--- src/hdl/bbs_pkg.sv ---
// Package for the mesh bounding box and sphere block.
// Holds the field widths, result kind codes, the lane control struct and the
// sequencer state type. No dependencies.
`default_nettype none

package bbs_pkg;

    localparam int POS_W  = 32;
    localparam int HALF_W = 31;
    localparam int SQ_W   = 2 * HALF_W;
    localparam int SUM_W  = 64;
    localparam int RAD_W  = 32;

    localparam logic BOX_SUBSET = 1'b0;
    localparam logic BOX_MODEL  = 1'b1;

    typedef struct packed {
        logic upd;
        logic end_sub;
        logic end_mod;
        logic calc;
        logic kind;
    } t_lane_ctrl;

    typedef enum logic [3:0] {
        S_IDLE,
        S_CALC_SUB,
        S_EMIT_SUB,
        S_CALC_MOD,
        S_SQUARE,
        S_SUM_A,
        S_SUM_B,
        S_START,
        S_ROOT,
        S_EMIT_MOD
    } t_state;

endpackage

`default_nettype wire

--- src/hdl/bbs_sqrt.sv ---
// Iterative floor square root, one root bit per cycle, of the summed squared
// half sizes. Depends on bbs_pkg for the operand and root widths.
`default_nettype none

module bbs_sqrt import bbs_pkg::*; (
    input  wire logic             i_clk,
    input  wire logic             i_rst_n,
    input  wire logic             i_start,
    input  wire logic [SUM_W-1:0] i_radicand,
    output logic                  o_done,
    output logic [RAD_W-1:0]      o_root
);

    localparam int CNT_W = $clog2(RAD_W);
    localparam logic [CNT_W-1:0] LAST_STEP = CNT_W'(RAD_W - 1);

    logic [SUM_W-1:0] r_rad;
    logic [RAD_W:0]   r_rem;
    logic [RAD_W-1:0] r_root;
    logic [CNT_W-1:0] r_cnt;
    logic             r_busy;
    logic             r_done;

    logic [RAD_W+2:0] w_rem_sh;
    logic [RAD_W+2:0] w_trial;
    logic             w_fit;
    logic [RAD_W+2:0] w_rem_sub;

    always_comb begin
        w_rem_sh  = {r_rem, r_rad[SUM_W-1:SUM_W-2]};
        w_trial   = {1'b0, r_root, 2'b01};
        w_fit     = (w_rem_sh >= w_trial);
        w_rem_sub = w_rem_sh - w_trial;
    end

    always_ff @(posedge i_clk) begin
        if (!i_rst_n) begin
            r_busy <= 1'b0;
            r_done <= 1'b0;
            r_cnt  <= '0;
        end else begin
            r_done <= 1'b0;
            if (i_start) begin
                r_busy <= 1'b1;
                r_cnt  <= '0;
            end else if (r_busy) begin
                r_cnt <= r_cnt + 1'b1;
                if (r_cnt == LAST_STEP) begin
                    r_busy <= 1'b0;
                    r_done <= 1'b1;
                end
            end
        end
    end

    always_ff @(posedge i_clk) begin
        if (i_start) begin
            r_rad  <= i_radicand;
            r_rem  <= '0;
            r_root <= '0;
        end else if (r_busy) begin
            r_rad <= {r_rad[SUM_W-3:0], 2'b00};
            if (w_fit) begin
                r_rem  <= w_rem_sub[RAD_W:0];
                r_root <= {r_root[RAD_W-2:0], 1'b1};
            end else begin
                r_rem  <= w_rem_sh[RAD_W:0];
                r_root <= {r_root[RAD_W-2:0], 1'b0};
            end
        end
    end

    assign o_done = r_done;
    assign o_root = r_root;

endmodule

`default_nettype wire

--- config.mk ---
export PLATFORM = sky130hd
export DESIGN_NAME = bbs_sqrt
export DESIGN_NICKNAME = d
export VERILOG_FILES = /design/src/hdl/bbs_pkg.sv /design/src/hdl/bbs_sqrt.sv
export SDC_FILE = /design/constraint.sdc
export NUM_CORES = 1
export LEC_CHECK = 0
export BUFFER_PORTS_ARGS = -buffer_cell sky130_fd_sc_hd__clkbuf_2
export CAP_MARGIN = 20
export CORE_AREA = 2 2 123 125
export DETAILED_ROUTE_END_ITERATION = 8
export DIE_AREA = 0 0 125 127
export PLACE_DENSITY = 0.72
export SLEW_MARGIN = 20
export SYNTH_ARGS = -nofsm -noshare
export SYNTH_HDL_FRONTEND = slang
export SYNTH_SLANG_ARGS = --single-unit
--- constraint.sdc ---
create_clock -name i_clk -period 3.7 [get_ports i_clk]
set_clock_uncertainty 0.05 [all_clocks]
set_input_delay 0 -clock i_clk [delete_from_list [all_inputs] [get_ports i_clk]]
set_output_delay 0 -clock i_clk [all_outputs]
set_load 0.05 [all_outputs]
# After elaboration in Yosys (flattened, before gate mapping)

Index checks and enable logic that the tools add are counted.

Latch bits: 0
Memory bits (writable): 0
Bits in registers: 136
Output and inout bits: 33
Bits in read-only memories: 0
Memories: 0

Multiply operators: 0
Magnitude comparators: 1
Add/sub/neg operators: 2
Eq/ne operators: 1
Reductions and logical operators: 3
Divide/modulo/power cells: 0
Bitwise operators: 2
Shift-type cells: 0
Muxes and demuxes: 8

Operators with widths:

| cell                                         | number |
|---|---|
| 2-to-1 mux 64 bit                            | 2 |
| greater-or-equal comparator 35 x 34 -> 1 bit | 1 |
| 2-to-1 mux 33 bit                            | 1 |
| subtractor 33 bit                            | 1 |
| adder 5 x 1 -> 5 bit (second input constant) | 1 |
| == test 5 bit (second input constant)        | 1 |
| 2-to-1 mux 1 bit                             | 5 |
| OR reduction 3 bit                           | 1 |
| inverter 1 bit                               | 2 |
| nonzero test 2 bit                           | 1 |
| OR reduction 2 bit                           | 1 |

# Longest topological paths before layout

Gate-level depths: netlist (run 1).

Depth in word-level cells: 4
Gate-level depth with buffers: 13
Gate-level depth less buffers: 10

# Least setup slack after synthesis (run 1)

OpenSTA, ideal clock, no wires.

Kind: flip-flop to flip-flop
Start: reg r_root[15] (netlist: o_root[15])
End: reg r_rem[32]
Setup slack: 351 ps
Period minus slack after synthesis: 3,349 ps
Stages on the path, launching flop included: 11
Buffers on the path: 0
Data required time: 3,559 ps
Arrival: 3,208 ps
Cells stage by stage: dfxtp_1 inv_1 ha_1 a21o_1 a211o_1 or3_1 o21ba_1 a221oi_4 o221ai_2 mux2_4 a311oi_1

Cells in the longest elaborated chain, start to end: 2
Elaborated cells on any way between the ends: 3
Classes of those cells: 1 x add/sub; 1 x order compare; 1 x mux

Ends and longest elaborated chain:

| item                                                                              | RTL line                       | RTL |
|---|---|---|
| from (decl)                                                                       | bbs_sqrt.sv:19                 | `logic [RAD_W-1:0] r_root;` |
| from (signal assigned)                                                            | bbs_sqrt.sv:65                 | `r_root <= {r_root[RAD_W-2:0], 1'b1};` |
| from (signal assigned)                                                            | bbs_sqrt.sv:68                 | `r_root <= {r_root[RAD_W-2:0], 1'b0};` |
| subtractor 33 bit or greater-or-equal comparator 35 x 34 -> 1 bit (tied branches) | bbs_sqrt.sv:33, bbs_sqrt.sv:32 |  |
| 2-to-1 mux 33 bit (*)                                                             | bbs_sqrt.sv:63                 | `if (w_fit) begin` |
| to (signal assigned)                                                              | bbs_sqrt.sv:64                 | `r_rem <= w_rem_sub[RAD_W:0];` |
| to (signal assigned)                                                              | bbs_sqrt.sv:67                 | `r_rem <= w_rem_sh[RAD_W:0];` |
| to (decl)                                                                         | bbs_sqrt.sv:18                 | `logic [RAD_W:0] r_rem;` |

Every way passes the cells marked *; elsewhere a longest branch is shown, timed or not.
A chain may end at the register's enable or synchronous reset.

# Final worst setup path (run 1)

Start: reg r_root[0] (netlist: o_root[0])
End: reg r_rem[25]

The elaborated chain is that of the path after synthesis.

==> results of run 1 <==
## metrics by stage
step	util, %	cells
after floorplan	-	761
after global placement	56.45	1014
after detailed placement	56.45	1014
after CTS	65.12	1112
after global routing	65.12	1112
final	65.12	1112
## cells in the mapped netlist (3+ instances only)
master	number	area, sq um
nor2_1	88	330.3
nand2_1	75	281.5
dfxtp_1	72	1441
edfxtp_1	64	1922
mux2_2	62	698.2
inv_1	48	180.2
ha_1	36	450.4
mux2i_1	34	340.3
a21oi_1	33	165.2
clkbuf_1	30	112.6
a311oi_1	25	219.0
o21ai_0	25	125.1
nand3_1	18	90.09
xnor2_1	16	140.1
a21o_1	13	97.59
nor3_1	10	50.05
or3_1	8	50.05
nand4_1	7	43.79
xor2_1	7	61.31
a211oi_1	6	45.04
and3_1	6	37.54
o21bai_1	6	45.04
buf_1	5	18.77
buf_2	4	20.02
nand2b_1	4	25.02
nor4_1	4	25.02
o21a_1	4	30.03
o31a_1	4	35.03
a31oi_1	3	18.77
and2_1	3	18.77
nor2b_1	3	18.77
o211ai_1	3	22.52
## cell type report
class | instances | area [sq um] | area share [%]
Clock inverter | 15 | 165.2 | 1.758
Timing Repair Buffer | 176 | 1254 | 13.35
Clock buffer | 17 | 425.4 | 4.529
Tap cell | 184 | 230.2 | 2.451
Multi-Input combinational cell | 535 | 3767 | 40.11
Sequential cell | 136 | 3367 | 35.85
Inverter | 49 | 183.9 | 1.958
## registers in the layout, summed over array words and instances, names as in the netlist
register / cells
r_busy: 1
r_rad: 64
r_rem: 33
o_done: 1
r_cnt: 5
o_root: 32
## cells in the final DEF (no fill, tap or decap), types with 16 or more instances in the layout
master	synthesis	final
dlygate4sd3_1	0	66
mux2i_1	34	34
mux2_2	62	62
nor2_1	88	88
inv_1	48	48
dfxtp_1	72	71
clkbuf_2	2	98
xnor2_1	16	16
nand2_1	75	74
a21oi_1	33	33
clkbuf_16	0	17
nand3_1	18	18
ha_1	36	36
o21ai_0	25	25
a311oi_1	25	25
edfxtp_1	64	64
## cells by family (layout without fill, tap and decap cells)
group                    Yosys count  in the layout  share of synthesized area, %
buffers and inverters             90            257                         4.621
flip-flops                       136            136                         45.00
multiplexers                      97             97                         14.10
AND/OR/NAND/NOR                  234            234                         13.80
XOR/XNOR                          23             23                         2.695
AO/OA/AOI/OAI                    145            145                         13.76
adder cells (fa/ha/maj)           36             36                         6.027
## where the power goes
part	switching [W]	internal [W]
clock	0.000699	0.00101
combinational	0.00141	0.00101
sequential	0.000103	0.00175
total	0.00221	0.00377
## layer usage
layer / share of wire, % / vias to the layer above / track usage (%)
met4: 1.6 / 0 / 7.255
met5: 0 / - / 0
met1: 42 / 2975 / 29.39
li1: - / 3053 / -
met2: 50 / 183 / 42.04
met3: 5.8 / 29 / 6.114
## critical path, cell delays in order, from the launching register on
cell,delay (ns)
dfxtp_1,0.39
inv_1,0.06
ha_1,0.34
o21ai_0,0.15
a2bb2oi_1,0.32
a211oi_1,0.17
buf_4,0.18
o31a_1,0.30
o21ai_0,0.48
a21oi_1,0.15
or4_1,0.53
a311oi_1,0.26
## worst min-delay path by stage
stage	from	end	slack, ns	depth (start not counted)
floorplan	i_rst_n	r_busy$_SDFF_PN0_	0.10	1
global placement	i_rst_n	r_busy$_SDFF_PN0_	0.19	2
detailed placement	i_rst_n	r_busy$_SDFF_PN0_	0.20	2
CTS	i_rst_n	r_busy$_SDFF_PN0_	0.31	3
global route	i_rst_n	r_busy$_SDFF_PN0_	0.33	3
finish	i_rst_n	r_busy$_SDFF_PN0_	0.32	3
==> impl_results.md, run 1 <==
* Hold Crit Class: input port to flip-flop
* Dpl hpwl at between 10 and 15 mm
* Skew-Pair Late Insertion Delay at 0.42 ns
* Mean post-synth cell area at between 9 and 10 sq um
* Vias at 6240
* First-pass GRT wire length at 31.07 mm
* First drt pass iteration count at 5
* CP required at 3.97 ns
* Slew Limit Fails at 0
* Crit path capture: r_rem[25]$_SDFFE_PP0P_
* Cts hold-fix bufs at 66
* Reg-to-Reg End: r_rem[25]$_SDFFE_PP0P_
* Setup Fix Bufs, Post-CTS at 0
* Final net count at 1018
* Peak VDD IR at 0.0005223 V
* Core ar. at 14420 sq um
* DR WL/cell at 16.71 um
* Setup CP Type: flip-flop to flip-flop
* Initial Utilization at 51.81%
* P per Cell Area at 636.6 nW/um^2
* Max Cap Viol at 0
* DRT Wirelength at ~19 mm
* Setup ws final at 0.2071 ns
* Fmax at 0.2863 GHz
* CTS Buf Count at 17
* Primary FF master, synth: dfxtp_1
* Finished Cell Area at 9393 sq um
* Sequential area share after synthesis at 45.00%
* R2R setup slack at 0.21 ns
* Post-Syn Area at roughly 7500 sq um
* Setup TNS at 0 ns
* CP Data Arrival Time at 3.76 ns
* Final Cycle Share at 94.40%
* CTS tree: done
* CP startpoint: o_root[0]$_SDFFE_PP0P_
* Die width at around 130 um
* GRT Total Usage at 24.03%
* Hold Vio Cnt, Final at 0
* # H-tree levels at 4
* Largest net degree at the start of global routing at 89
* DR DRC count at 0
* I/O pins at 100
* Worst rel slew slack at around 33%
* # fillers at 1138
* CTS sink cnt at 136
* Unrepaired setup endpoints after global routing: no
* Post-Syn Instances at 761
* Ys Warns at 0
* Fin crit period at 3.493 ns
* Mapped Nets at 864
* CTS max path bufs at 2
* Setup crit end kind: flip-flop
* Status: complete, no violations
* Post-synth EDFFs at between 60 and 70
* Vias in the first global route at ~6400
* Via density at 5.612
* Die height at 127 um
* CP max FO at 4
* Dpl ws at ~0.27 ns
* Number of DRC markers in iteration 0 at 496
* Root Driver: clkbuf_16
* Final ANT Viol Nets at 0
* Layout cells sized above 1 at between 20 and 25%
* Tot Pwr at 0.005979 W
* Register bit total from synthesis at approximately 140
* Grt total ovfl at 0
* Number of port buffers at 99
* Crit start category: flip-flop
* Lkg Pwr at between 3 and 4 nW
* Post-synthesis cell type count at 58
* Worst-path clk slew at ~0.060 ns
* Worst hold margin at 0.3209 ns
* Final setup fails at 0
* FP Rows at 44
* Diodes inserted at 0
* DP Area at 8142 sq um
* Gpl congestion at 0.9187
* RR Startpoint: o_root[0]$_SDFFE_PP0P_
* Least-Margin Pin Slew at 1.009 ns
* Resize count post-CTS at 0
* Initial antenna violation count at 0
* Worst R2R Path Depth at 11
* Die ar. at 15880 sq um
* Ys async rst share at 0%
* Synth-to-Final Area Change at 25.68%
No activity file was read; power rests on OpenSTA's default activity.
==> run 2: changes to the inputs <==
REMOVE_ABC_BUFFERS = 1   (was unset)
==> run 2 against run 1 <==
Worst setup slack improved by 0.13 ns; critical path type unchanged; non-clock buffer count grew 1; highest routed layer unchanged; wire length grew 0.94%; critical endpoint is now r_rem[28]$_SDFFE_PP0P_.
==> impl_results.md, run 2 (same netlist as run 1, synthesis figures left out) <==
* Worst rel slew slack at 28.66%
* Slew Limit Fails at 0
* FP Rows at 44
* CTS sink cnt at approximately 140
* Gpl congestion at approximately 0.90
* Area of the multi-input gates at 3770 sq um
* CP Data Arrival Time at between 3 and 4 ns
* # H-tree levels at 4
* FF/Latch Area at around 3400 sq um
* Lkg Pwr at 3.873 nW
* Hold Vio Cnt, Final at 0
* Reg-to-Reg End: r_rem[28]$_SDFFE_PP0P_
* First-pass GRT wire length at 31.13 mm
* CTS tree: done
* Max FFs per register at between 60 and 70
* Initial Utilization at 51.81%
* Vias at 6369
* Setup crit end kind: flip-flop
* Setup CP Type: flip-flop to flip-flop
* Dpl hpwl at 11.48 mm
* R2R setup slack at ~0.33 ns
* Initial antenna violation count at 1
* Status: complete, no violations
* Peak VDD IR at 0.0003925 V
* Final ANT Viol Nets at 0
* Grt total ovfl at 0
* Most common cell after layout, fill and taps aside: clkbuf_2
* WHS Path Cells at 3
* Hold endpoint: r_busy$_SDFF_PN0_
* Max Cap Viol at 0
* Final Util at between 60 and 70%
* CTS max path bufs at 2
* Largest net degree at the start of global routing at 89
* Die ar. at 15880 sq um
* First drt pass iteration count at 5
* Number of port buffers at 99
* Number of DRC markers in iteration 0 at 465
* DRT met1 WL at 8.080 mm
* P per Cell Area at between 600 and 700 nW/um^2
* Unrepaired setup endpoints after global routing: no
* Worst-path clk slew at 0.07 ns
* DR WL/cell at roughly 17 um
* Final cell count without fillers at 1114
* Met3 wire len at about 1.2 mm
* DRT Wirelength at 18.76 mm
* Most frequent cells in the layout: clkbuf_2, nor2_1, nand2_1
* # fillers at 1121
* Via density at 5.717
* Least-Margin Pin Slew at roughly 1.1 ns
* Crit start category: flip-flop
* Layout cells sized above 1 at 22.82%
* Final Cycle Share at 90.98%
* Synth-to-Final Area Change at 25.36%
* Final net count at 1019
* RR Startpoint: o_root[15]$_SDFFE_PP0P_
* Largest reg by FF count: r_rad
* CTS Buf Count at 17
* CP required at 3.90 ns
* Die height at around 130 um
* Fin crit period at 3.366 ns
* Skew-Pair Late Insertion Delay at 0.43 ns
* Die width at about 130 um
* Routed wl met2 at between 9 and 10 mm
* Final setup fails at 0
* Setup TNS at 0 ns
* Worst R2R Path Depth at 10
* Top sig layer: met4
* Fmax at between 0.2 and 0.3 GHz
* I/O pins at 100
* Vias in the first global route at 6450
* DR DRC count at 0
* Worst hold start: i_rst_n
* Placed Cells at 1015
* Core ar. at 14420 sq um
* Hold Crit Class: input port to flip-flop
* CP max FO at 8
* Root Driver: clkbuf_16
* GRT Total Usage at ~24%
[run 2: per-layer routing]
metal	vias to the layer above	global-route usage (%)
li1	3060	-
met3	38	6.281
met4	0	8.824
met5	-	0
met2	242	40.38
met1	3029	30.15
[run 2: power breakdown]
group	switching (W)	total (W)	internal [W]
combinational	0.00141	0.00241	0.00100
sequential	0.000106	0.00186	0.00175
clock	0.000706	0.00165	0.000939
[run 2: worst max-delay path, cell delays in order (launching register included)]
cell and delay, ns:
dfxtp_1 0.37, inv_1 0.06, ha_1 0.39, a21o_1 0.22
a211o_1 0.29, or3_1 0.39, o21ba_1 0.23, a221oi_4 0.49
a211oi_1 0.15, o311ai_0 0.39, a311oi_1 0.16
[run 2: worst max-delay path by stage]
stage | start | endpoint | slack (ns) | cells past startpoint
6_report | o_root[15]$_SDFFE_PP0P_ | r_rem[28]$_SDFFE_PP0P_ | 0.33 | 10
3_5_place_dp | o_root[23]$_SDFFE_PP0P_ | r_rem[2]$_SDFFE_PP0P_ | 0.22 | 11
5_1_grt | o_root[20]$_SDFFE_PP0P_ | r_rem[25]$_SDFFE_PP0P_ | 0.07 | 10
4_1_cts | o_root[20]$_SDFFE_PP0P_ | r_rem[2]$_SDFFE_PP0P_ | 0.22 | 11
3_3_place_gp | o_root[15]$_SDFFE_PP0P_ | r_rem[28]$_SDFFE_PP0P_ | 0.34 | 10
2_1_floorplan | r_busy$_SDFF_PN0_ | r_rad[0]$_SDFFCE_PN0P_ | -1.56 | 2
[run 2: metrics by stage]
stage	total power, W	hold slack, ns	setup WS [ns]	area, sq um
after detailed placement	0.004180	0.2055	0.2247	8137
final	0.005916	0.3124	0.3336	9369
after floorplan	0.003532	0.01907	-1.562	7312
after CTS	0.005890	0.3013	0.2165	9364
after global routing	0.006287	0.3191	0.06978	9369
after global placement	0.004128	0.1914	0.3382	8137
[run 2: cell type report]
class	count	area share (%)
multi-input combinational	535	40.24
sequential	136	35.94
timing repair buffer	177	13.33
clock buffer	18	4.581
tap	184	2.457
inverter	49	1.963
clock inverter	14	1.469
antenna	1	0.02671
[run 2: what timing repair did]
action                     in CTS  in global routing
gates resized for setup         0                  1
setup endpoints to repair       0                 15
hold endpoints to repair       75                  0
hold buffers                   66                  0
setup buffers                   0                  0
==> run 3: changes to the inputs <==
PLACE_DENSITY = 0.75   (was 0.72)
clock period = 3.05 ns   (was 3.7 ns; I/O delays follow)
==> run 3 against run 2 <==
Wire length grew 1.9%; sequential cell count is the same; via count grew 0.47%; worst setup slack lost 0.24 ns; first-iteration DRC count shrank 15%; register-to-register slack lost 0.24 ns; combinational power grew 40%; count of clock-buffer cells in the layout grew 4.
==> impl_results.md, run 3 (same netlist as run 1, synthesis figures left out) <==
* Die height at 127 um
* Layout cells sized above 1 at 28.22%
* Slew Limit Fails at 0
* Lkg Pwr at 4.139 nW
* Status: complete, no violations
* Core ar. at 14420 sq um
* DRT Wirelength at approximately 19 mm
* Final setup fails at 0
* Initial antenna violation count at 2
* Initial Utilization at 51.81%
* Peak VDD IR at ~0.00053 V
* CTS tree: done
* CP max FO at 5
* Worst hold margin at 0.1307 ns
* Hold Vio Cnt, Final at 0
* Fmax at 0.3388 GHz
* CP Data Arrival Time at 3.23 ns
* First-pass GRT wire length at approximately 32 mm
* Largest reg by FF count: r_rad
* Worst rel slew slack at 58.55%
* Final Cycle Share at 96.78%
* GRT Total Usage at 24.56%
* Die ar. at 15880 sq um
* DR WL/cell at roughly 17 um
* CP required at between 3 and 4 ns
* I/O pins at 100
* CTS sink cnt at 136
* Worst-path clk slew at 0.06 ns
* Max Cap Viol at 0
* Synth-to-Final Area Change at 31.84%
* Most frequent cells in the layout: clkbuf_2, nor2_1, nand2_1
* Setup CP Type: flip-flop to flip-flop
* Setup ws final at 0.09831 ns
* # fillers at 1109
* Dpl hpwl at around 12 mm
* Least-Margin Pin Slew at 0.6218 ns
* Crit start category: flip-flop
* Final net count at 1061
* R2R setup slack at a little under 0.1 ns
* Largest net degree at the start of global routing at 65
* FP Rows at 44
* P per Cell Area at 781.3 nW/um^2
* Setup TNS at 0 ns
* Vias in the first global route at 6508
* # H-tree levels at 4
* Vias at around 6400
* Unrepaired setup endpoints after global routing: yes
* Final ANT Viol Nets at 0
* DR DRC count at 0
* Die width at 125 um
* First drt pass iteration count at 5
* Via density at ~5.5
* CTS max path bufs at 2
* Grt total ovfl at 0
* Hold Crit Class: input port to flip-flop
* Number of DRC markers in iteration 0 at 393
* Dpl ws at -0.02920 ns
* Setup crit end kind: flip-flop
* Fin crit period at 2.952 ns
* Root Driver: clkbuf_16
* CTS Buf Count at 17
* Gpl congestion at 0.9350
* Most common cell after layout, fill and taps aside: clkbuf_2
* Skew-Pair Late Insertion Delay at 0.43 ns
* Max FFs per register at 64
* Number of port buffers at 99
-- run 3: cell types whose count changed in the layout (fill, tap and decap cells not counted), moves of 3 or more --
cell	delta
buf_4	+37
o21ai_0	-5
ha_2	+3
clkinv_4	-3
dfxtp_2	+5
o21ai_1	+4
buf_6	+3
dfxtp_1	-5
ha_1	-4
buf_12	+3
-- run 3: what timing repair did --
item	in CTS	in global routing
resized for setup	2	32
pin swaps	1	13
setup endpoints to repair	5	32
setup buffers	0	2
hold endpoints to repair	71	0
hold buffers	65	0
-- run 3: area by class of cell --
class	count	area (sq um)	share of cell area [%]
inverters	49	183.9	1.867
diodes	2	5.005	0.05079
clock buffers	22	475.5	4.825
repair buffers	219	1610	16.34
well taps	184	230.2	2.337
flip-flops and latches	136	3373	34.23
clock inverters	10	115.1	1.168
multi-input cells	535	3860	39.17
-- run 3: power by group --
group / internal (W) / switching, W / leakage, nW / total (W)
sequential: 0.00213 / 0.000119 / 1.24 / 0.00225
combinational: 0.00154 / 0.00183 / 2.61 / 0.00337
clock: 0.00128 / 0.000803 / 0.289 / 0.00208
-- run 3: worst paths after layout --
check,startpoint,endpoint,cells after the start
worst max-delay path,o_root[9]$_SDFFE_PP0P_,r_rem[26]$_SDFFE_PP0P_,11
worst min-delay path,i_start,r_rad[26]$_DFFE_PP_,2
worst max register to register,o_root[9]$_SDFFE_PP0P_,r_rem[26]$_SDFFE_PP0P_,11
worst min register to register,r_rem[18]$_SDFFE_PP0P_,r_rem[18]$_SDFFE_PP0P_,2
-- run 3: stage by stage --
step | cell area, sq um | total power [W] | cells | utilization (%)
floorplan | 7312 | 0.004284 | 720 | -
global placement | 8489 | 0.005284 | 1057 | 58.86
detailed placement | 8489 | 0.005330 | 1057 | 58.86
CTS | 9733 | 0.007503 | 1154 | 67.48
global route | 9853 | 0.008157 | 1157 | 68.31
finish | 9853 | 0.007698 | 1157 | 68.31
-- run 3: worst max-delay path: stages, from the launching register on --
cell	delay, ns
dfxtp_1	0.32
inv_1	0.04
ha_1	0.34
a2111oi_2	0.46
a221oi_1	0.20
o22ai_1	0.21
o21ba_4	0.20
a221oi_4	0.27
buf_6	0.17
o21ai_1	0.07
or3_1	0.31
a311oi_1	0.22
-- run 3: routing by layer --
metal | up-vias | share of wire [%] | global-route usage (%)
li1 | 3156 | - | -
met1 | 2983 | 42 | 29.80
met5 | - | 0 | 0
met3 | 41 | 6.4 | 6.826
met2 | 219 | 49 | 41.94
met4 | 0 | 2.3 | 9.150
