### src/hdl/bbs_pkg.sv
// Package for the mesh bounding box and sphere block.
// Holds the field widths, result kind codes, the lane control struct and the
// sequencer state type. No dependencies.
`default_nettype none

package bbs_pkg;

    localparam int POS_W  = 32;
    localparam int HALF_W = 31;
    localparam int SQ_W   = 2 * HALF_W;
    localparam int SUM_W  = 64;
    localparam int RAD_W  = 32;

    localparam logic BOX_SUBSET = 1'b0;
    localparam logic BOX_MODEL  = 1'b1;

    typedef struct packed {
        logic upd;
        logic end_sub;
        logic end_mod;
        logic calc;
        logic kind;
    } t_lane_ctrl;

    typedef enum logic [3:0] {
        S_IDLE,
        S_CALC_SUB,
        S_EMIT_SUB,
        S_CALC_MOD,
        S_SQUARE,
        S_SUM_A,
        S_SUM_B,
        S_START,
        S_ROOT,
        S_EMIT_MOD
    } t_state;

endpackage

`default_nettype wire

### src/hdl/bbs_lane.sv
// One axis lane: running subset and model minimum and maximum, snapshots of
// closed boxes, and the registered center and half size of a chosen snapshot.
// Depends on bbs_pkg.
`default_nettype none

module bbs_lane import bbs_pkg::*; #(
    parameter int COORD_BITS = 32
) (
    input  wire logic                         i_clk,
    input  wire logic                         i_rst_n,
    input  wire t_lane_ctrl                   i_ctrl,
    input  wire logic [POS_W-1:0]             i_pos,
    output logic signed [COORD_BITS-1:0]      o_center,
    output logic [COORD_BITS-1:0]             o_half
);

    localparam logic signed [COORD_BITS-1:0] C_MAX = {1'b0, {(COORD_BITS-1){1'b1}}};
    localparam logic signed [COORD_BITS-1:0] C_MIN = {1'b1, {(COORD_BITS-1){1'b0}}};

    logic signed [COORD_BITS-1:0] r_part_lo, r_part_hi, r_whole_lo, r_whole_hi;
    logic signed [COORD_BITS-1:0] r_snap_part_lo, r_snap_part_hi;
    logic signed [COORD_BITS-1:0] r_snap_whole_lo, r_snap_whole_hi;
    logic signed [COORD_BITS-1:0] r_center;
    logic [COORD_BITS-1:0]        r_half;

    logic signed [COORD_BITS-1:0] w_pos;
    logic signed [COORD_BITS-1:0] n_part_lo, n_part_hi, n_whole_lo, n_whole_hi;
    logic signed [COORD_BITS-1:0] w_sel_lo, w_sel_hi;
    logic signed [COORD_BITS:0]   w_sum;
    logic signed [COORD_BITS:0]   w_diff;

    always_comb begin
        w_pos      = signed'(i_pos[COORD_BITS-1:0]);
        n_part_lo  = (w_pos < r_part_lo)  ? w_pos : r_part_lo;
        n_part_hi  = (w_pos > r_part_hi)  ? w_pos : r_part_hi;
        n_whole_lo = (w_pos < r_whole_lo) ? w_pos : r_whole_lo;
        n_whole_hi = (w_pos > r_whole_hi) ? w_pos : r_whole_hi;
        w_sel_lo   = (i_ctrl.kind == BOX_MODEL) ? r_snap_whole_lo : r_snap_part_lo;
        w_sel_hi   = (i_ctrl.kind == BOX_MODEL) ? r_snap_whole_hi : r_snap_part_hi;
        w_sum      = {w_sel_lo[COORD_BITS-1], w_sel_lo} + {w_sel_hi[COORD_BITS-1], w_sel_hi};
        w_diff     = {w_sel_hi[COORD_BITS-1], w_sel_hi} - {w_sel_lo[COORD_BITS-1], w_sel_lo};
    end

    always_ff @(posedge i_clk) begin
        if (!i_rst_n) begin
            r_part_lo  <= C_MAX;
            r_part_hi  <= C_MIN;
            r_whole_lo <= C_MAX;
            r_whole_hi <= C_MIN;
        end else if (i_ctrl.upd) begin
            if (i_ctrl.end_sub) begin
                r_part_lo <= C_MAX;
                r_part_hi <= C_MIN;
            end else begin
                r_part_lo <= n_part_lo;
                r_part_hi <= n_part_hi;
            end
            if (i_ctrl.end_mod) begin
                r_whole_lo <= C_MAX;
                r_whole_hi <= C_MIN;
            end else begin
                r_whole_lo <= n_whole_lo;
                r_whole_hi <= n_whole_hi;
            end
        end
    end

    always_ff @(posedge i_clk) begin
        if (i_ctrl.upd && i_ctrl.end_sub) begin
            r_snap_part_lo <= n_part_lo;
            r_snap_part_hi <= n_part_hi;
        end
        if (i_ctrl.upd && i_ctrl.end_mod) begin
            r_snap_whole_lo <= n_whole_lo;
            r_snap_whole_hi <= n_whole_hi;
        end
        if (i_ctrl.calc) begin
            r_center <= w_sum[COORD_BITS:1];
            r_half   <= w_diff[COORD_BITS:1];
        end
    end

    assign o_center = r_center;
    assign o_half   = r_half;

endmodule

`default_nettype wire

### config.mk
export PLATFORM = sky130hd
export DESIGN_NAME = bbs_lane
export DESIGN_NICKNAME = d
export VERILOG_FILES = /design/src/hdl/bbs_pkg.sv /design/src/hdl/bbs_lane.sv
export SDC_FILE = /design/constraint.sdc
export NUM_CORES = 1
export LEC_CHECK = 0
export BUFFER_PORTS_ARGS = -buffer_cell sky130_fd_sc_hd__buf_2
export CORE_UTILIZATION = 35
export DETAILED_ROUTE_END_ITERATION = 16
export HOLD_SLACK_MARGIN = 0.02
export PLACE_DENSITY = 0.55
export SLEW_MARGIN = 15
export SYNTH_ARGS = -nofsm -noshare
export SYNTH_HDL_FRONTEND = slang
export SYNTH_SLANG_ARGS = --single-unit
### constraint.sdc
create_clock -name i_clk -period 5.8 [get_ports i_clk]
set_clock_uncertainty 0.2 [all_clocks]
set_input_delay 0.29 -clock i_clk [delete_from_list [all_inputs] [get_ports i_clk]]
set_output_delay 0.29 -clock i_clk [all_outputs]
set_load 0.1 [all_outputs]
---- After elaboration in Yosys (flattened, before gate mapping) ----
Cells that the tools add are included.
cells by class
  $add $sub $neg .......................... 2
  order comparisons ....................... 4
  multiplexer cells ....................... 10
  reduce and logical (&&, ||, !) cells .... 2
operators with widths
  operator                      count
  two-way mux 32 bit            10
  > comparator 32 bit           2
  less-than comparator 32 bit   2
  adder 32 x 32 -> 33 bit       1
  subtractor 32 x 32 -> 33 bit  1
  logical AND 1 bit             2
storage, ports and cells
  register bits ........................... 320
  input port bits ......................... 39
  output and inout port bits .............. 64
  logic and storage cells ................. 28

---- Longest topological paths before layout ----
Gate-level depths: netlist of the first run.
  word-level depth ........................ 3
  gate-level depth with buffers ........... 14
  mapped depth without buffers ............ 12

---- Worst setup path before layout of the first run ----
Ideal clock, no wire load.
  path type ............................... input to register
  start point ............................. in i_ctrl[0] (netlist bit)
  end point ............................... reg r_half[30], in the netlist o_half[30], data pin
  library setup time ...................... 0.135 ns
  data arrival time ....................... 3.399 ns
  required time ........................... 5.465 ns
  setup slack ............................. 2.066 ns
  cell stages on the path ................. 14
  path buffers ............................ 3
  cells stage by stage .................... buf_2 buf_1 mux2_2 ha_1 buf_2 and3_1 nand3_1 o21a_1 o21ai_1 a21oi_1 o221ai_1 a31oi_1 or4b_1 nand3_1
between the ends
  cells in the longest elaborated chain, start to end .. 2
  elaborated cells on any way between the ends .. 3
  classes of those cells .................. add/sub (1); mux (2)
ends and longest elaborated chain
  item                                   RTL line                        source
  start, declared                        bbs_lane.sv:11                  input wire t_lane_ctrl i_ctrl,
  two-way mux 32 bit (on tied branches)  bbs_lane.sv:39, bbs_lane.sv:38
  subtractor 32 x 32 -> 33 bit *         bbs_lane.sv:41                  w_diff = {w_sel_hi[COORD_BITS-1], w_sel_hi} - {w_sel_lo[COORD_BITS-1], w_sel_lo};
  named net w_diff[31]                   bbs_lane.sv:30                  logic signed [COORD_BITS:0] w_diff;
  end signal, assigned                   bbs_lane.sv:79                  r_half <= w_diff[COORD_BITS:1];
  end, declared                          bbs_lane.sv:24                  logic [COORD_BITS-1:0] r_half;
Mark *: on every way through the listed nets, which the timed path passes. The rest lies on a longest branch.
A chain may end at the register's enable or synchronous reset.

---- Worst setup path after layout of the first run ----
  start point ............................. in i_pos[17]
  end point ............................... reg r_part_lo[31]
between the ends
  cells in the longest elaborated chain, start to end .. 3
ends and longest elaborated chain
  item                         RTL line        source
  start, declared              bbs_lane.sv:12  input wire logic [POS_W-1:0] i_pos,
  less-than comparator 32 bit  bbs_lane.sv:34  n_part_lo = (w_pos < r_part_lo) ? w_pos : r_part_lo;
  two-way mux 32 bit           bbs_lane.sv:34
  two-way mux 32 bit           bbs_lane.sv:51  if (i_ctrl.end_sub) begin
  end signal, assigned         bbs_lane.sv:55  r_part_lo <= n_part_lo;
  end, declared                bbs_lane.sv:20  logic signed [COORD_BITS-1:0] r_part_lo, r_part_hi, r_whole_lo, r_whole_hi;
Every way passes these cells.

==> out/metrics.cfg, run 1 <==
[clock_network]
root_buffer = clkbuf_16
postCtsHoldBufs = 35
clk_pin_slew_worst_paths_ps = 60
cts_resized = 0
clock_latency_ps = 530
tritoncts = done
clock_path_buffers = 3
htreeDepth = 2
post_cts_buffers = 0
cts_buffers = 36
clock-sinks = 320

[sta]
setup_viol = 0
final_max_slew_viol_count = 0
rsz0062_at_grt = no
tightest_slew_ps = 1020
maxSlewHeadroom_pct = 32.1
min_period_over_period_pct = 73.7
final.setup.tns_ps = 0
fmax_ghz = 0.234
hold_violations = 0
period_needed_ps = 4280

[critical_path]
path_class = input port to flip-flop
end_kind = flip-flop
cpMaxStageDelayCell = a21o_2
worst-path-buf-inv = 4
startpoint_type = input port
required_ps = 6080
arrival_ps = 4550
crit_fanout = 44
worst_path_dominant_cell_family = compound AO/OA/AOI/OAI gates
cpPeakStageDelay_ps = 610
path_cells = dlygate4sd3_1 > buf_2 > ha_1 > a21o_1 > a21o_1 > a21oi_1 > o31a_1 > o221ai_1 > o2bb2ai_1 > a21o_2 > buf_4 > nand4b_1 > a21boi_0 > dlygate4sd3_1

[global_routing]
antenna_found_initial = 3
grt_pass1_wl_um = 75700
grtUsageTotal_pct = 17.2
grt_overflow = 0
grt_start_max_net_pins = 70
grt_pass1_vias = 13300

[synthesis]
syn_nets = 2140
yosys.area_share.simple_pct = 9.65
avgSynthCellArea_um2 = 10.0
synth_edf_count = 192
yosysTopAreaCellShare_pct = 30.2
synth_compound_area_share_pct = 18.6
synth_cells = 1911
synth_adder_area_share_pct = 12.5
synth_area_um2 = 19100
synthMuxAreaShare_pct = 6.22
synth_area_leaders = edfxtp_1 30%, dfxtp_1 13%, ha_1 12%, o21ai_0 4.1%, inv_1 3.8%
synth_seq_cells = 320
synth_cell_types = 75
yosys_warnings = 0
synth_area_leader_cell = edfxtp_1
synth_top_family_by_area = compound AO/OA/AOI/OAI gates
synthArstFlopShare_pct = 0
synth_xor_area_share_pct = 2.43
yosysSeqAreaShare_pct = 43.6
ys.flop_type = edfxtp_1

[drt]
vias_per_cell = 5.21
dr.pass1.iters = 5
wl_per_cell_um = 18.1
ant_nets = 0
wirelength_um = 48800
drcViolationCount = 0
drtIter0Drc = 958
vias = 14000

[place]
dpl_cell_area_um2 = 20100
place.gp.congestion = 0.854
dp.final_hpwl_um = 35900
place_inst = 2592
placement.io_buffers = 102

[run_status]
status = completed

[pwr]
power_w = 0.00737
p_leak_nw = 9.22
power_density_nw_per_um2 = 342
ir_worst_vdd_uv = 273

[layout]
final_util_pct = 40.0
seqCellArea_um2 = 8330
syn2layout_area_growth_pct = 12.9
multi_input_area_um2 = 9490
fill_cells = 5163
layout.cells.non_filler = 2693
layout_common_cells = 193 x inv_1, 192 x edfxtp_1, 188 x ha_1
drive_gt1_share_pct = 12.8
final_common_cell = inv_1
nNetsFinal = 2198
design_area_um2 = 21600

[min_path]
hold_path.class = input port to flip-flop

[floorplanning]
start_util_pct = 35.4
core_area_um2 = 53900
dieArea_um2 = 55500
die_w_um = 236
pin_count = 103
die_y_um = 236
fp-row-count = 85

[flow_run]
drv_cap = 0

final timing paths:
kind                            slack [ps]       endpoint     startpoint  cells after the start
worst min-delay path                    80  r_part_hi[31]      i_pos[31]                      3
worst max-delay path                  1520  r_part_lo[31]      i_pos[17]                     14
worst max register to register        1730  r_part_lo[31]   r_part_lo[1]                     12
worst min register to register         270  r_whole_hi[1]  r_whole_hi[1]                      1
cells by family (layout without fill, tap and decap cells):
family / Yosys count / in the layout
XOR/XNOR: 53 / 53
flip-flops: 320 / 320
AND/OR/NAND/NOR: 374 / 374
adder cells (fa/ha/maj): 190 / 190
AO/OA/AOI/OAI: 542 / 542
other: 0 / 3
multiplexers: 99 / 99
buffers and inverters: 333 / 416
worst reg2reg max path, stage by stage, from the launching register on:
cell and delay [ps]:
dfxtp_1 330, inv_1 60, ha_1 270, a21o_1 150, a21o_1 160, a21oi_1 150, o21ai_0 130, a41oi_1 580
a21o_2 700, buf_4 420, nand4b_1 130, a21boi_0 180, dlygate4sd3_1 560
per-layer routing:
layer  part of all wire [%]  GRT usage, %  wire length (um)  vias to the layer above
li1                       -             -                 -                     7004
met1                     48          24.3             23400                     6616
met2                     44          26.9             21500                      344
met3                    5.3          2.60              2600                       73
met4                    2.7          5.68              1300                        0
met5                      0             0                 0                        -
cells in the mapped netlist (35+ instances only):
master / instances
a21o_1: 62
a21oi_1: 124
a22o_1: 62
buf_2: 36
clkbuf_1: 87
dfxtp_1: 128
edfxtp_1: 192
ha_1: 188
inv_1: 194
mux2_2: 35
nand2_1: 116
nand3_1: 73
nor2_1: 59
o21ai_0: 158
xnor2_1: 41
where the power goes:
part           leakage, nW  internal [W]  switching [W]  total, W
clock network        0.535       0.00127       0.000899   0.00217
registers             2.88       0.00273      0.0000851   0.00281
logic                 5.81      0.000674        0.00172   0.00239
through the flow:
step                hold WS, ps  worst slack (ps)
floorplan                   202              2070
global placement            257              1070
detailed placement          254              1000
CTS                        34.2              1470
global route               63.4              1190
finish                     78.0              1520
final cells by class:
class	instances	share of cell area (%)
Clock inverter	10	0.389
Clock buffer	53	4.76
Tap cell	696	4.04
Inverter	194	3.38
Timing Repair Buffer	159	4.81
Sequential cell	320	38.6
Antenna cell	3	0.0348
Multi-Input combinational cell	1258	44.0
state kept, by name, indices dropped and copies added (netlist names):
| name | cells |
|---|---|
| o_center | 32 |
| o_half | 32 |
| r_part_hi | 32 |
| r_part_lo | 32 |
| r_snap_part_hi | 32 |
| r_snap_part_lo | 32 |
| r_snap_whole_hi | 32 |
| r_snap_whole_lo | 32 |
| r_whole_hi | 32 |
| r_whole_lo | 32 |
No activity file was read; power rests on OpenSTA's default activity.
==> run 2: changes to the inputs <==
--- a/config.mk
+++ b/config.mk
@@ -9,7 +9,7 @@
 export CORE_UTILIZATION = 35
 export DETAILED_ROUTE_END_ITERATION = 16
 export HOLD_SLACK_MARGIN = 0.02
-export PLACE_DENSITY = 0.55
+export PLACE_DENSITY = 0.56
 export SLEW_MARGIN = 15
 export SYNTH_ARGS = -nofsm -noshare
 export SYNTH_HDL_FRONTEND = slang
==> constraint.sdc (replaced) <==
create_clock -name i_clk -period 3.9 [get_ports i_clk]
set_clock_uncertainty 0.2 [all_clocks]
set_input_delay 0.195 -clock i_clk [delete_from_list [all_inputs] [get_ports i_clk]]
set_output_delay 0.195 -clock i_clk [all_outputs]
set_load 0.1 [all_outputs]
==> run 2 against run 1 <==
Net effect:
- design area is 3.4% higher
- via count grew 3.2%
- first-iteration DRC count grew 9.6%
- non-clock buffer count rose by 79
- power grew 53%
- critical path depth up 1
- worst hold slack better by 5.7 ps
- cell count increased by 3.0%
- clock power grew 54%
==> out/metrics.cfg, run 2 (synthesized netlist as in run 1, its figures left out) <==
[run_status]
status = completed

[place]
dpl_cell_area_um2 = 20700  ; +3.2%
place.gp.congestion = 0.880  ; +3.1%
dp.final_hpwl_um = 37500  ; +4.4%
place_inst = 2668  ; +2.9%
placement.io_buffers = 102  ; unchanged
dp_slack_ps = -87.8  ; -1090 ps

[floorplanning]
dieArea_um2 = 55500  ; unchanged
fp-row-count = 85  ; unchanged
die_y_um = 236  ; unchanged
start_util_pct = 35.4  ; unchanged
die_w_um = 236  ; unchanged
core_area_um2 = 53900  ; unchanged
pin_count = 103  ; unchanged

[sta]
maxSlewHeadroom_pct = 34.8  ; +2.8 points
min_period_over_period_pct = 94.7
setup_slack_ps = 207  ; -1320 ps
fmax_ghz = 0.271
worst_hold_slack_ps = 83.7  ; +5.73 ps
period_needed_ps = 3690
setup_viol = 0  ; unchanged
rsz0062_at_grt = no
final_max_slew_viol_count = 0  ; unchanged
hold_violations = 0  ; unchanged
tightest_slew_ps = 978  ; -39.8 ps

[min_path]
hold_path.class = input port to flip-flop
whs_path_depth = 4  ; +1

[global_routing]
grt_pass1_vias = 14200  ; +6.9%
grt_pass1_wl_um = 78700  ; +4.0%
antenna_found_initial = 1  ; -2
grtUsageTotal_pct = 17.8  ; +0.55 points
grt_overflow = 0  ; unchanged
grt_start_max_net_pins = 65  ; -7.1%

[clock_network]
tritoncts = done
root_buffer = clkbuf_16
clock_latency_ps = 540  ; about the same
cts_buffers = 36  ; unchanged
clock-sinks = 320  ; unchanged
htreeDepth = 2  ; unchanged
clock_path_buffers = 3  ; unchanged
clk_pin_slew_worst_paths_ps = 60  ; about the same

[layout]
layout_common_cells = 193 x inv_1, 192 x edfxtp_1, 188 x ha_1
seqCellArea_um2 = 8330  ; unchanged
final_util_pct = 41.4  ; +1.4 points
multi_input_area_um2 = 9500  ; +0.12%
design_area_um2 = 22300  ; +3.4%
drive_gt1_share_pct = 16.6  ; +3.7 points
fill_cells = 5115  ; -0.93%
nNetsFinal = 2277  ; +3.6%
final_common_cell = inv_1
layout.cells.non_filler = 2774  ; +3.0%
syn2layout_area_growth_pct = 16.8

[drt]
dr.pass1.iters = 6  ; +1
vias = 14500  ; +3.2%
vias_per_cell = 5.22  ; +0.16%
ant_nets = 0  ; unchanged
wirelength_um = 50100  ; +2.8%
wl_per_cell_um = 18.1  ; -0.22%
drtIter0Drc = 1050  ; +9.6%
drcViolationCount = 0  ; unchanged

[critical_path]
required_ps = 4180  ; -1900 ps
arrival_ps = 3980  ; -570 ps
crit_fanout = 42  ; -4.5%
path_class = input port to flip-flop
end_kind = flip-flop
startpoint_type = input port
reg2regPathDepth = 13  ; +1

[flow_run]
drv_cap = 0  ; unchanged

[pwr]
power_density_nw_per_um2 = 505  ; +48%
p_leak_nw = 9.68  ; +4.9%
ir_worst_vdd_uv = 311  ; +14%

## run 2: final cells by class
cell class,count,share of cell area [%]
timing repair buffer,238,7.69
multi-input combinational,1258,42.6
clock buffer,43,4.34
sequential,320,37.3
antenna,2,0.0224
tap,696,3.90
clock inverter,23,0.858
inverter,194,3.26
## run 2: per-layer routing
metal | part of all wire (%) | vias to the layer above | wire length [um] | GRT usage, %
li1 | - | 7175 | - | -
met1 | 48 | 6880 | 23900 | 24.8
met2 | 45 | 343 | 22400 | 28.5
met3 | 4.7 | 84 | 2370 | 1.97
met4 | 2.8 | 0 | 1400 | 5.98
met5 | 0 | - | 0 | 0
## run 2: power breakdown
part	internal, W	leakage, nW	switching (W)	total, W
sequential	0.00405	2.88	0.000114	0.00417
clock	0.00193	0.577	0.00142	0.00334
combinational	0.00113	6.22	0.00262	0.00375
total	0.00711	9.68	0.00415	0.0113
## run 2: worst paths after layout
kind | from | end | slack, ps
max | i_pos[17] | r_part_lo[31] | 210
min | i_ctrl[4] | r_part_lo[30] | 80
max reg2reg | r_snap_part_hi[6] | o_half[30] | 210
min reg2reg | r_whole_hi[26] | r_whole_hi[26] | 270
## run 2: through the flow
step	TNS (ps)	total power, W
2_1_floorplan	0	0.00702
3_3_place_gp	0	0.00790
3_5_place_dp	-412	0.00794
4_1_cts	0	0.0113
5_1_grt	0	0.0118
6_report	0	0.0113
## run 2: what timing repair did
item	CTS	global route
setup buffers	0	0
gates resized for setup	0	2
endpoints found under the hold margin	199	0
hold buffers	38	0
setup endpoints to repair	0	2
## run 2: worst max-delay path: stages
cell           delay, ps
dlygate4sd3_1        570
buf_2                140
buf_4                180
ha_1                 320
a21o_1               180
a21o_1               170
a21oi_1              190
o31a_1               160
o221ai_1             200
o2bb2ai_2            300
a21o_2               140
buf_4                340
nand4b_1             130
a21boi_0             170
dlygate4sd3_1        560
==> run 3: changes to the inputs <==
--- a/config.mk
+++ b/config.mk
@@ -9,7 +9,8 @@
 export CORE_UTILIZATION = 35
 export DETAILED_ROUTE_END_ITERATION = 16
 export HOLD_SLACK_MARGIN = 0.02
-export PLACE_DENSITY = 0.56
+export PLACE_DENSITY = 0.63
+export REMOVE_ABC_BUFFERS = 1
 export SLEW_MARGIN = 15
 export SYNTH_ARGS = -nofsm -noshare
 export SYNTH_HDL_FRONTEND = slang
==> run 3 against run 2 <==
Net effect:
- utilization down 0.30 points
- clock power about the same
- combinational power hardly changed
- critical path type is now flip-flop to flip-flop
- highest routed layer unchanged
==> out/metrics.cfg, run 3 (synthesized netlist as in run 1, its figures left out) <==
[sta]
tightest_slew_ps = 927  ; -50.7 ps
period_needed_ps = 3680  ; -17.2 ps
setup_slack_ps = 224  ; +17.2 ps
fmax_ghz = 0.272  ; +0.47%
hold_violations = 0  ; unchanged
setup_viol = 0  ; unchanged
rsz0062_at_grt = no
min_period_over_period_pct = 94.3  ; -0.44 points
maxSlewHeadroom_pct = 38.2  ; +3.4 points
final_max_slew_viol_count = 0  ; unchanged

[place]
dp_slack_ps = -93.7  ; -5.87 ps
dpl_cell_area_um2 = 20600  ; -0.63%
placement.io_buffers = 102  ; unchanged
place_inst = 2649  ; -0.71%
place.gp.congestion = 0.868  ; -1.3%
dp.final_hpwl_um = 35600  ; -4.8%

[pwr]
power_density_nw_per_um2 = 505  ; +0.15%
power_w = 0.0112  ; -0.57%
p_leak_nw = 9.56  ; -1.2%
ir_worst_vdd_uv = 261  ; -16%

[drt]
dr.pass1.iters = 5  ; -1
wirelength_um = 47700  ; -4.8%
drcViolationCount = 0  ; unchanged
vias_per_cell = 5.17  ; -0.91%
drtIter0Drc = 955  ; -9.0%
ant_nets = 0  ; unchanged
wl_per_cell_um = 17.4  ; -4.0%
vias = 14200  ; -1.8%

[layout]
layout_common_cells = 193 x inv_1, 192 x edfxtp_1, 188 x ha_1
syn2layout_area_growth_pct = 15.9
final_common_cell = inv_1
antenna_cells = 0  ; -2
drive_gt1_share_pct = 15.4  ; -1.2 points
layout.cells.non_filler = 2750  ; -0.87%
nNetsFinal = 2258  ; -0.83%
design_area_um2 = 22100  ; -0.72%

[clock_network]
cts_buffers = 36  ; unchanged
clk_pin_slew_worst_paths_ps = 60  ; about the same
clock-sinks = 320  ; unchanged
tritoncts = done
root_buffer = clkbuf_16
clock_latency_ps = 530  ; about the same
htreeDepth = 2  ; unchanged
clock_path_buffers = 3  ; unchanged

[global_routing]
grt_pass1_vias = 13800  ; -2.6%
grt_overflow = 0  ; unchanged
grt_start_max_net_pins = 65  ; unchanged
grtUsageTotal_pct = 17.1  ; -0.69 points
antenna_found_initial = 0  ; -1
grt_pass1_wl_um = 76500  ; -2.9%

[critical_path]
end_kind = flip-flop
path_cells = mux2i_1 > inv_1 > fa_1 > nand2b_1 > a21oi_1 > o21ai_0 > a211oi_2 > o211ai_1 > a31oi_1 > buf_4 > o21ai_0 > a21oi_1 > a31oi_1
cpMaxStageDelayCell = fa_1
crit_fanout = 3  ; -93%
rrSetupSlack_ps = 220  ; +20 ps
arrival_ps = 3730  ; -250 ps
reg2reg_to = o_half[27]
critPathCapture = o_half[27]
reg2regPathDepth = 13  ; unchanged
startpoint_type = flip-flop
path_class = flip-flop to flip-flop
startpoint = r_snap_whole_lo[1]
required_ps = 3960  ; -220 ps
r2r-start = r_snap_whole_lo[1]
cpPeakStageDelay_ps = 450  ; -120 ps

[run_status]
status = completed

[floorplanning]
core_area_um2 = 53900  ; unchanged
fp-row-count = 85  ; unchanged
die_w_um = 236  ; unchanged
pin_count = 103  ; unchanged
die_y_um = 236  ; unchanged
start_util_pct = 35.4  ; unchanged
dieArea_um2 = 55500  ; unchanged

[min_path]
hold_path.class = flip-flop to flip-flop

[flow_run]
drv_cap = 0  ; unchanged

run 3: cell count changes in the layout (fill, tap and decap cells not counted), sizes merged:
cell / delta
clkbuf: +7
buf: -19
clkinvlp: +2
clkinv: -9
inv: -3
diode: -2
run 3: repair_timing:
| item | CTS | global route |
|---|---|---|
| hold buffers | 38 | 0 |
| hold endpoints to repair | 207 | 0 |
| resized for setup | 0 | 1 |
| setup endpoints to repair | 0 | 3 |
| buffers inserted | 0 | 0 |
run 3: worst min-delay path by stage:
stage | cells after the start | start | to | slack [ps]
2_1_floorplan | 0 | i_ctrl[1] | o_center[0] | 110
3_3_place_gp | 1 | r_whole_hi[16] | r_whole_hi[16] | 260
3_5_place_dp | 1 | r_whole_hi[7] | r_whole_hi[7] | 260
4_1_cts | 5 | i_ctrl[0] | o_center[0] | 260
5_1_grt | 1 | r_whole_hi[3] | r_whole_hi[3] | 290
6_report | 1 | r_whole_hi[26] | r_whole_hi[26] | 270
run 3: per-stage QoR:
stage	TNS (ps)	hold WS, ps	utilization [%]
2_1_floorplan	-164220	107	-
3_3_place_gp	-109	256	38.2
3_5_place_dp	-196	255	38.2
4_1_cts	0	258	41.1
5_1_grt	0	287	41.1
6_report	0	273	41.1
run 3: where the power goes:
part           total [W]  internal [W]  switching, W  leakage [nW]
Combinational    0.00372       0.00112       0.00260          6.13
Clock            0.00332       0.00196       0.00136         0.550
Sequential       0.00416       0.00405      0.000106          2.88
Total             0.0112       0.00714       0.00406          9.56
run 3: area by class of cell:
cell class / instances / area (um2)
well taps: 696 / 871
multi-input cells: 1258 / 9490
inverters: 194 / 728
clock buffers: 50 / 1020
flip-flops and latches: 320 / 8330
fillers: 5109 / 31800
repair buffers: 219 / 1580
clock inverters: 13 / 116
run 3: routing by layer:
layer | vias up | wire length, um | track usage [%] | part of all wire (%)
li1 | 7133 | - | - | -
met4 | 0 | 1170 | 4.95 | 2.4
met2 | 345 | 21100 | 26.9 | 44
met1 | 6675 | 23100 | 24.4 | 48
met5 | - | 0 | 0 | 0
met3 | 73 | 2370 | 2.15 | 5.0
run 3: critical path, delay by kind of cell, from the launching register on:
kind / cells / cell delay, ps
and+or+nand+nor: 1 / 190
AOI/OAI and AO/OA: 8 / 1650
DFF: 1 / 370
adders and majority gates: 1 / 450
muxes: 1 / 240
buffers and inverters: 2 / 320
